## config.mk

```make
export PLATFORM = sky130hd
export DESIGN_NAME = subtitle_timestamp_shifter_core
export DESIGN_NICKNAME = d
export VERILOG_FILES = /design/src/rtl/sts_pkg.sv /design/src/rtl/subtitle_timestamp_shifter_core.sv /design/src/rtl/sts_front.sv /design/src/rtl/sts_conv.sv /design/src/rtl/sts_burst.sv
export SDC_FILE = /design/constraint.sdc
export NUM_CORES = 1
export LEC_CHECK = 0
export ABC_AREA = 1
export BUFFER_PORTS_ARGS = -buffer_cell sky130_fd_sc_hd__buf_4
export CORE_MARGIN = 2
export CORE_UTILIZATION = 40
export DETAILED_ROUTE_END_ITERATION = 8
export PLACE_DENSITY = 0.56
export SYNTH_ARGS = -nofsm -noshare
export SYNTH_HDL_FRONTEND = slang
export SYNTH_HIERARCHICAL = 1
export SYNTH_SLANG_ARGS = --single-unit
```

## constraint.sdc

```tcl
create_clock -name clk_i -period 15.1 [get_ports clk_i]
set_input_delay 1.51 -clock clk_i [delete_from_list [all_inputs] [get_ports clk_i]]
set_output_delay 1.51 -clock clk_i [all_outputs]
set_load 0.005 [all_outputs]
```

## src/rtl/sts_pkg.sv

```systemverilog
// ----------------------------------------------------------------------------
// sts_pkg
// Shared constants, item type and small conversion functions for the
// subtitle timestamp shifter.
// ----------------------------------------------------------------------------
package sts_pkg;

  localparam int unsigned STAMP_LEN = 8;
  localparam int unsigned IDX_W     = 3;
  localparam int unsigned SEC_W     = 19;

  localparam logic [7:0] NEWLINE_BYTE = 8'd10;
  localparam logic [7:0] ZERO_CHAR    = 8'h30;
  localparam logic [7:0] NINE_CHAR    = 8'h39;

  localparam logic [4:0] FIRST_END    = 5'd7;
  localparam logic [4:0] SECOND_START = 5'd17;
  localparam logic [4:0] SECOND_END   = 5'd24;
  localparam logic [4:0] POS_MAX      = 5'd31;

  localparam logic [1:0] STAMP_PHASE  = 2'd1;

  localparam logic [SEC_W-1:0] MAX_SECONDS  = 19'd359999;
  localparam logic [11:0]      SEC_PER_HOUR = 12'd3600;

  // floor(t / 3600) = (t * HOUR_RECIP) >> HOUR_SHIFT for t <= 359999
  localparam logic [19:0]  HOUR_RECIP = 20'd596524;
  localparam int unsigned  HOUR_SHIFT = 31;
  // floor(r / 60) = (r * MIN_RECIP) >> MIN_SHIFT for r < 3600
  localparam logic [12:0]  MIN_RECIP  = 13'd4370;
  localparam int unsigned  MIN_SHIFT  = 18;

  localparam logic CFG_OFFSET = 1'b0;
  localparam logic CFG_DIR    = 1'b1;
  localparam logic DIR_SUB    = 1'b1;

  typedef logic [STAMP_LEN-1:0][7:0] burst_t;

  typedef struct packed {
    burst_t           bytes;
    logic [IDX_W-1:0] last;
    logic             stamp;
    logic [SEC_W-1:0] secs;
  } item_t;

  function automatic logic [3:0] digit_value(input logic [7:0] b);
    logic [7:0] d;
    d = b - ZERO_CHAR;
    if (b >= ZERO_CHAR && b <= NINE_CHAR) return d[3:0];
    return 4'd0;
  endfunction

  function automatic logic [15:0] stamp_weight(input logic [IDX_W-1:0] ofs);
    logic [15:0] w;
    unique case (ofs)
      3'd0:    w = 16'd36000;
      3'd1:    w = 16'd3600;
      3'd3:    w = 16'd600;
      3'd4:    w = 16'd60;
      3'd6:    w = 16'd10;
      3'd7:    w = 16'd1;
      default: w = 16'd0;
    endcase
    return w;
  endfunction

  // two ASCII digits of a value 0..99, tens in the upper byte
  function automatic logic [15:0] dec_chars(input logic [6:0] v);
    logic [3:0] tens;
    logic [6:0] ones;
    tens = 4'd0;
    for (int k = 1; k <= 9; k++) begin
      if (v >= 7'(10 * k)) tens = tens + 4'd1;
    end
    ones = v - ({tens, 3'b000} + {2'b00, tens, 1'b0});
    return {ZERO_CHAR + {4'b0000, tens}, ZERO_CHAR + {1'b0, ones}};
  endfunction

endpackage

```

## src/rtl/subtitle_timestamp_shifter_core.sv

```systemverilog
// ----------------------------------------------------------------------------
// subtitle_timestamp_shifter_core
// Shifts the HH:MM:SS timestamps of subtitle text by a configured number
// of seconds, passing all other bytes through.
//
//   channel  direction  handshake               payload
//   in       input      in_valid_i/in_ready_o   in_byte_i
//   out      output     out_valid_o/out_ready_i out_byte_o, run_last_o
//   cfg      input      cfg_we_i                cfg_idx_i, cfg_data_i
//
// One byte per cycle in while in_ready_o is high; the first result passes
// five pipeline stages plus the result register.
// A completed timestamp yields 8 results that the result register sends
// one per cycle while out_ready_i is high; input waits until the last goes.
// Reset clears control state only; no clearing pass.
// A waiting result with out_ready_i low freezes the whole pipeline and
// drops in_ready_o.
// ----------------------------------------------------------------------------
module subtitle_timestamp_shifter_core import sts_pkg::*; (
  input  logic             clk_i,
  input  logic             rst_ni,
  input  logic             in_valid_i,
  output logic             in_ready_o,
  input  logic [7:0]       in_byte_i,
  output logic             out_valid_o,
  input  logic             out_ready_i,
  output logic [7:0]       out_byte_o,
  output logic             run_last_o,
  input  logic             cfg_we_i,
  input  logic             cfg_idx_i,
  input  logic [SEC_W-1:0] cfg_data_i
);

  logic [SEC_W-1:0] offset_q;
  logic             dir_q;

  logic             adv, take;
  logic             item_valid, conv_valid;
  item_t            item;
  burst_t           conv_bytes;
  logic [IDX_W-1:0] conv_last;

  assign in_ready_o = adv;
  assign take       = in_valid_i && adv;

  always_ff @(posedge clk_i or negedge rst_ni) begin
    if (!rst_ni) begin
      offset_q <= '0;
      dir_q    <= 1'b0;
    end else if (cfg_we_i) begin
      unique case (cfg_idx_i)
        CFG_OFFSET: offset_q <= cfg_data_i;
        CFG_DIR:    dir_q    <= cfg_data_i[0];
      endcase
    end
  end

  sts_front u_front (
    .clk_i        (clk_i),
    .rst_ni       (rst_ni),
    .take_i       (take),
    .in_byte_i    (in_byte_i),
    .item_valid_o (item_valid),
    .item_o       (item)
  );

  sts_conv u_conv (
    .clk_i       (clk_i),
    .rst_ni      (rst_ni),
    .en_i        (adv),
    .in_valid_i  (take && item_valid),
    .in_item_i   (item),
    .offset_i    (offset_q),
    .dir_i       (dir_q),
    .out_valid_o (conv_valid),
    .out_bytes_o (conv_bytes),
    .out_last_o  (conv_last)
  );

  sts_burst u_burst (
    .clk_i        (clk_i),
    .rst_ni       (rst_ni),
    .load_valid_i (conv_valid),
    .load_bytes_i (conv_bytes),
    .load_last_i  (conv_last),
    .out_ready_i  (out_ready_i),
    .out_valid_o  (out_valid_o),
    .out_byte_o   (out_byte_o),
    .run_last_o   (run_last_o),
    .free_o       (adv)
  );

endmodule

```

## src/rtl/sts_front.sv

```systemverilog
// ----------------------------------------------------------------------------
// sts_front
// Line tracking and timestamp capture. Holds timestamp bytes, accumulates
// their weighted digit value and builds one item per transfer that yields
// output bytes.
// ----------------------------------------------------------------------------
module sts_front import sts_pkg::*; (
  input  logic       clk_i,
  input  logic       rst_ni,
  input  logic       take_i,
  input  logic [7:0] in_byte_i,
  output logic       item_valid_o,
  output item_t      item_o
);

  logic [1:0]       phase_q, phase_d;
  logic [4:0]       pos_q, pos_d;
  logic [IDX_W-1:0] cnt_q, cnt_d;
  logic [SEC_W-1:0] acc_q, acc_d;
  burst_t           hold_q, hold_d;

  logic             is_nl, in_stamp, hold, done;
  logic [SEC_W-1:0] dval, wval, contrib;

  always_comb begin
    is_nl    = (in_byte_i == NEWLINE_BYTE);
    in_stamp = (pos_q <= FIRST_END) || (pos_q >= SECOND_START && pos_q <= SECOND_END);
    hold     = !is_nl && (phase_q == STAMP_PHASE) && in_stamp;
    done     = hold && (cnt_q == IDX_W'(STAMP_LEN - 1));
    dval     = {15'b0, digit_value(in_byte_i)};
    wval     = {3'b0, stamp_weight(cnt_q)};
    contrib  = dval * wval;

    hold_d        = hold_q;
    hold_d[cnt_q] = in_byte_i;

    item_o.bytes = hold_d;
    item_o.stamp = hold;
    item_o.secs  = acc_q + contrib;
    priority if (is_nl) begin
      item_o.last = cnt_q;
    end else if (hold) begin
      item_o.last = IDX_W'(STAMP_LEN - 1);
    end else begin
      item_o.last     = '0;
      item_o.bytes[0] = in_byte_i;
    end
    item_valid_o = !hold || done;

    phase_d = phase_q;
    pos_d   = pos_q;
    cnt_d   = cnt_q;
    acc_d   = acc_q;
    if (is_nl) begin
      phase_d = phase_q + 2'd1;
      pos_d   = '0;
      cnt_d   = '0;
      acc_d   = '0;
    end else begin
      if (pos_q != POS_MAX) pos_d = pos_q + 5'd1;
      if (done) begin
        cnt_d = '0;
        acc_d = '0;
      end else if (hold) begin
        cnt_d = cnt_q + IDX_W'(1);
        acc_d = acc_q + contrib;
      end
    end
  end

  always_ff @(posedge clk_i or negedge rst_ni) begin
    if (!rst_ni) begin
      phase_q <= '0;
      pos_q   <= '0;
      cnt_q   <= '0;
      acc_q   <= '0;
    end else if (take_i) begin
      phase_q <= phase_d;
      pos_q   <= pos_d;
      cnt_q   <= cnt_d;
      acc_q   <= acc_d;
    end
  end

  always_ff @(posedge clk_i) begin
    if (take_i && hold) hold_q <= hold_d;
  end

endmodule

```

## src/rtl/sts_conv.sv

```systemverilog
// ----------------------------------------------------------------------------
// sts_conv
// In-order item pipeline. Timestamp items get the offset applied with
// clamping, are split into hours, minutes and seconds and rewritten as
// ASCII digits; other items ride along unchanged.
// ----------------------------------------------------------------------------
module sts_conv import sts_pkg::*; (
  input  logic             clk_i,
  input  logic             rst_ni,
  input  logic             en_i,
  input  logic             in_valid_i,
  input  item_t            in_item_i,
  input  logic [SEC_W-1:0] offset_i,
  input  logic             dir_i,
  output logic             out_valid_o,
  output burst_t           out_bytes_o,
  output logic [IDX_W-1:0] out_last_o
);

  localparam int unsigned STAGES = 5;

  logic [STAGES-1:0] valid_q;

  item_t       s1_q, s2_q, s3_q, s4_q, s5_q;
  item_t       s2_d;
  logic [6:0]  h3_q, h4_q, h5_q;
  logic [11:0] r4_q;
  logic [5:0]  m5_q, sec5_q;

  logic [SEC_W:0]   wide, pre;
  logic [SEC_W-1:0] diff, adj, hour_secs, rem_full;
  logic [38:0]      prod_h;
  logic [24:0]      prod_m;
  logic [6:0]       h_d;
  logic [5:0]       m_d;
  logic [11:0]      sec_full;
  logic [15:0]      hc, mc, sc;

  always_comb begin
    wide = {1'b0, s1_q.secs} + {1'b0, offset_i};
    diff = s1_q.secs - offset_i;
    if (dir_i == DIR_SUB) begin
      pre = (s1_q.secs < offset_i) ? '0 : {1'b0, diff};
    end else begin
      pre = wide;
    end
    adj = (pre > {1'b0, MAX_SECONDS}) ? MAX_SECONDS : pre[SEC_W-1:0];

    s2_d      = s1_q;
    s2_d.secs = adj;

    prod_h = {20'b0, s2_q.secs} * {19'b0, HOUR_RECIP};
    h_d    = prod_h[HOUR_SHIFT+6:HOUR_SHIFT];

    hour_secs = {12'b0, h3_q} * {7'b0, SEC_PER_HOUR};
    rem_full  = s3_q.secs - hour_secs;

    prod_m   = {13'b0, r4_q} * {12'b0, MIN_RECIP};
    m_d      = prod_m[MIN_SHIFT+5:MIN_SHIFT];
    sec_full = r4_q - ({m_d, 6'b0} - {4'b0, m_d, 2'b0});

    hc = dec_chars(h5_q);
    mc = dec_chars({1'b0, m5_q});
    sc = dec_chars({1'b0, sec5_q});
    out_bytes_o = s5_q.bytes;
    if (s5_q.stamp) begin
      out_bytes_o[0] = hc[15:8];
      out_bytes_o[1] = hc[7:0];
      out_bytes_o[3] = mc[15:8];
      out_bytes_o[4] = mc[7:0];
      out_bytes_o[6] = sc[15:8];
      out_bytes_o[7] = sc[7:0];
    end
    out_last_o  = s5_q.last;
    out_valid_o = valid_q[STAGES-1];
  end

  always_ff @(posedge clk_i or negedge rst_ni) begin
    if (!rst_ni) begin
      valid_q <= '0;
    end else if (en_i) begin
      valid_q <= {valid_q[STAGES-2:0], in_valid_i};
    end
  end

  always_ff @(posedge clk_i) begin
    if (en_i) begin
      s1_q      <= in_item_i;
      s2_q      <= s2_d;
      s3_q      <= s2_q;
      h3_q      <= h_d;
      s4_q      <= s3_q;
      h4_q      <= h3_q;
      r4_q      <= rem_full[11:0];
      s5_q      <= s4_q;
      h5_q      <= h4_q;
      m5_q      <= m_d;
      sec5_q    <= sec_full[5:0];
    end
  end

endmodule

```

## src/rtl/sts_burst.sv

```systemverilog
// ----------------------------------------------------------------------------
// sts_burst
// Result register. Loads up to eight bytes of one item and hands them out
// one per transfer, flagging the last one.
// ----------------------------------------------------------------------------
module sts_burst import sts_pkg::*; (
  input  logic             clk_i,
  input  logic             rst_ni,
  input  logic             load_valid_i,
  input  burst_t           load_bytes_i,
  input  logic [IDX_W-1:0] load_last_i,
  input  logic             out_ready_i,
  output logic             out_valid_o,
  output logic [7:0]       out_byte_o,
  output logic             run_last_o,
  output logic             free_o
);

  logic             valid_q;
  logic [IDX_W-1:0] idx_q, last_q;
  burst_t           bytes_q;

  assign run_last_o  = (idx_q == last_q);
  assign out_valid_o = valid_q;
  assign out_byte_o  = bytes_q[idx_q];
  assign free_o      = !valid_q || (out_ready_i && run_last_o);

  always_ff @(posedge clk_i or negedge rst_ni) begin
    if (!rst_ni) begin
      valid_q <= 1'b0;
      idx_q   <= '0;
    end else if (free_o) begin
      valid_q <= load_valid_i;
      idx_q   <= '0;
    end else if (out_ready_i) begin
      idx_q   <= idx_q + IDX_W'(1);
    end
  end

  always_ff @(posedge clk_i) begin
    if (free_o && load_valid_i) begin
      bytes_q <= load_bytes_i;
      last_q  <= load_last_i;
    end
  end

endmodule

```

==> impl_metrics.env <==
export IMPL_critPathTopFamily="adder cells"
export IMPL_compound_gate_portion_of_the_synthesized_area_pct=6.35
export IMPL_post_cts_setup_buffer_count=0
export IMPL_layout_worst_path_cycle_share_pct=43.9
export IMPL_syn_instance_count=3329
export IMPL_post_drt_wl_per_cell_um=15.7
export IMPL_tritoncts="yes"
export IMPL_path_type_of_the_worst_min_delay_path="reg2reg"
export IMPL_layout_cells_most_common="sky130_fd_sc_hd__nand2_1"
export IMPL_postCtsHoldBufs=0
export IMPL_clockRootBuffer="sky130_fd_sc_hd__clkbuf_16"
export IMPL_ant_nets=0
export IMPL_crit_fanout=5
export IMPL_yosys_cell_types_count=70
export IMPL_nFillCells=8584
export IMPL_layout_area_overhead_vs_synth_pct=7.87
export IMPL_cts_max_level=2
export IMPL_yosys_register_bits=624
export IMPL_finalSetupTns_ps=0
export IMPL_final_standard_cell_utilization_of_the_core_pct=43.6
export IMPL_synth_net_count=3855
export IMPL_initial_utilization_pct=40.4
export IMPL_top_level_i_o_count=44
export IMPL_antenna_found_initial=1
export IMPL_finalCriticalPeriod_ps=6620
export IMPL_critical_path_most_common_cell="sky130_fd_sc_hd__ha_1"
export IMPL_yosys_mux_area_fraction_pct=0.117
export IMPL_crit_path_max_incr_delay_ps=480
export IMPL_largest_family_of_logic_cells_by_synthesized_area="adder cells"
export IMPL_r2r_setup_slack_ps=8480
export IMPL_maxSlewHeadroom_pct=31.5
export IMPL_floorplan_die_width_um=306
export IMPL_core_area_um2=90000
export IMPL_edff_count_synth=566
export IMPL_max_cap_violations=0
export IMPL_part_of_the_yosys_area_used_for_sequential_elements_pct=50.7
export IMPL_total_via_count_in_the_routed_design=21600
export IMPL_place_congestion=0.857
export IMPL_setup_repair_after_global_routing_missed_its_margin="false"
export IMPL_drcViolationCount=0
export IMPL_area_of_the_die_um2=93300
export IMPL_mappedNetlistArea_um2=36400
export IMPL_max_clock_freq_mhz=151
export IMPL_timing_critical_path_required_ps=15480
export IMPL_synth_area_per_cell_um2=10.9
export IMPL_result_of_the_run="completed"
export IMPL_worst_setup_path_end_kind="flop"
export IMPL_layout_cells_most_common_list="sky130_fd_sc_hd__nand2_1, sky130_fd_sc_hd__edfxtp_1, sky130_fd_sc_hd__inv_1"
export IMPL_cts_made_buffers=61
export IMPL_floorplan_rows=110
export IMPL_antenna_diode_count=0
export IMPL_hold_ws_ps=409
export IMPL_drt_iter0_drc=1543
export IMPL_clock_sinks=624
export IMPL_detailed_place_hpwl_um=52600
export IMPL_synthArstFlopShare_pct=9.29
export IMPL_avgViaCountPerCell=4.77
export IMPL_clock_skew_ps=25.9
export IMPL_ys_flop_type="sky130_fd_sc_hd__edfxtp_1"
export IMPL_synth_simple_gate_area_share_pct=13.3
export IMPL_arrival_ps=7000
export IMPL_clock_insertion_delay_at_the_later_pin_of_the_skew_report_ps=630
export IMPL_synthAdderAreaFrac_pct=19.6
export IMPL_report_final_hold_viol_count=0
export IMPL_gr_total_overflow=0
export IMPL_cp_buffers_inverters=5
export IMPL_cts_path_max_buffers=3
export IMPL_port_buffers=43
export IMPL_synth_xor_area_share_pct=2.07
export IMPL_first_pass_grt_wire_length_um=116000
export IMPL_maximum_number_of_pins_on_one_net_before_global_route_repair=94
export IMPL_timing_max_transition_violations_final=0
export IMPL_share_of_cells_above_drive_strength_1_pct=8.63
export IMPL_ys_warn_count=6
export IMPL_die_height_um=306
export IMPL_critical_path_class="reg2reg"
export IMPL_setup_viol=0
export IMPL_resized_gates_after_cts=0
export IMPL_drt_total_wl_um=71000
export IMPL_grt_util_all_layers_pct=15.5
export IMPL_slowest_stage="sky130_fd_sc_hd__fa_1"
export IMPL_worst_setup_hold_path_clk_slew_ps=60
export IMPL_tightestPinTransition_ps=1030
export IMPL_first_global_vias=21400
export IMPL_worst_setup_path_start_kind="flop"
export IMPL_nets=3835
export IMPL_dr_pass1_iters=6
kinds of logic (layout without fill, tap and decap cells):
group,count (synthesis),in the layout
AND/OR/NAND/NOR,1076,1076
flip-flops,624,624
AO/OA/AOI/OAI,411,411
multiplexers,4,4
adder cells (fa/ha/maj),493,493
XOR/XNOR,85,85
buffers and inverters,636,667
final timing paths:
| kind | from | end | cells after the start |
|---|---|---|---|
| max reg2reg | u_conv/h5_q[1] | u_burst/bytes_q[14] | 37 |
| min reg2reg | u_conv/s2_q[25] | u_conv/s3_q[25] | 0 |
| min | u_conv/s2_q[25] | u_conv/s3_q[25] | 0 |
| min in group asynchronous | rst_ni | u_front/pos_q[0] | 1 |
| max | u_conv/h5_q[1] | u_burst/bytes_q[14] | 37 |
| max in group asynchronous | rst_ni | dir_q | 1 |
stage by stage:
step	cell area, um2	instances	setup slack (ps)
6_report	39200	4536	8480
5_1_grt	39200	4536	7820
4_1_cts	39200	4536	8440
3_5_place_dp	37300	4422	8470
3_3_place_gp	37300	4422	8590
2_1_floorplan	36400	3329	4200
final cells by class:
| cell class | count | area [um2] | share of cell area, % |
|---|---|---|---|
| Inverter | 499 | 1880 | 4.79 |
| Tap cell | 1176 | 1470 | 3.75 |
| Timing Repair Buffer | 54 | 405 | 1.03 |
| Multi-Input combinational cell | 2069 | 15100 | 38.5 |
| Clock buffer | 70 | 1580 | 4.03 |
| Clock inverter | 44 | 334 | 0.852 |
| Sequential cell | 624 | 18400 | 47.0 |
cell usage after synthesis (8+ instances only):
cell / instances / share of area [%]
sky130_fd_sc_hd__nand2_1: 581 / 6.0
sky130_fd_sc_hd__edfxtp_1: 566 / 47
sky130_fd_sc_hd__inv_1: 470 / 4.9
sky130_fd_sc_hd__ha_1: 364 / 13
sky130_fd_sc_hd__nor2_1: 224 / 2.3
sky130_fd_sc_hd__o21ai_0: 163 / 2.2
sky130_fd_sc_hd__fa_1: 129 / 7.1
sky130_fd_sc_hd__nand3_1: 120 / 1.7
sky130_fd_sc_hd__a21oi_1: 110 / 1.5
sky130_fd_sc_hd__buf_4: 89 / 1.8
sky130_fd_sc_hd__o21ai_1: 61 / 0.84
sky130_fd_sc_hd__dfrtp_1: 58 / 4.0
sky130_fd_sc_hd__xor2_1: 51 / 1.2
sky130_fd_sc_hd__xnor2_1: 33 / 0.79
sky130_fd_sc_hd__nand2_2: 29 / 0.50
sky130_fd_sc_hd__inv_2: 24 / 0.25
sky130_fd_sc_hd__o21bai_1: 21 / 0.43
sky130_fd_sc_hd__nand3_2: 20 / 0.55
sky130_fd_sc_hd__clkbuf_1: 19 / 0.20
sky130_fd_sc_hd__buf_2: 15 / 0.21
sky130_fd_sc_hd__nor3_1: 14 / 0.19
sky130_fd_sc_hd__buf_6: 13 / 0.40
sky130_fd_sc_hd__nand2_4: 12 / 0.37
sky130_fd_sc_hd__nand4_1: 12 / 0.21
sky130_fd_sc_hd__or2_2: 10 / 0.17
sky130_fd_sc_hd__nor2_2: 9 / 0.15
sky130_fd_sc_hd__nand3b_1: 8 / 0.17
flip-flops by register name, indices dropped and copies added, names as in the netlist, 19 cells and up:
signal           count
u_conv/s4_q         68
u_front/hold_q      64
u_conv/s2_q         87
offset_q            19
u_burst/bytes_q     64
u_front/acc_q       19
u_conv/s5_q         49
u_conv/s3_q         80
u_conv/s1_q         87
worst reg2reg max path: cells and delay by family, from the launching register on:
kind	cells	cell delay, ps
buffers and inverters	5	320
XOR/XNOR	4	880
flip-flops	1	470
AO/OA/AOI/OAI	7	1090
adder cells (fa/ha/maj)	8	2280
AND/OR/NAND/NOR	13	1370
routing by layer:
metal | routed length [um] | global-route usage [%] | vias to the layer above
met5 | 0 | 0 | -
met4 | 1930 | 4.54 | 0
met3 | 2200 | 1.64 | 88
met2 | 32200 | 24.9 | 346
met1 | 34700 | 22.0 | 10200
li1 | - | - | 11000
Power is not shown: default switching activity piles up to over one toggle a cycle in this logic, so the estimate is an artifact.
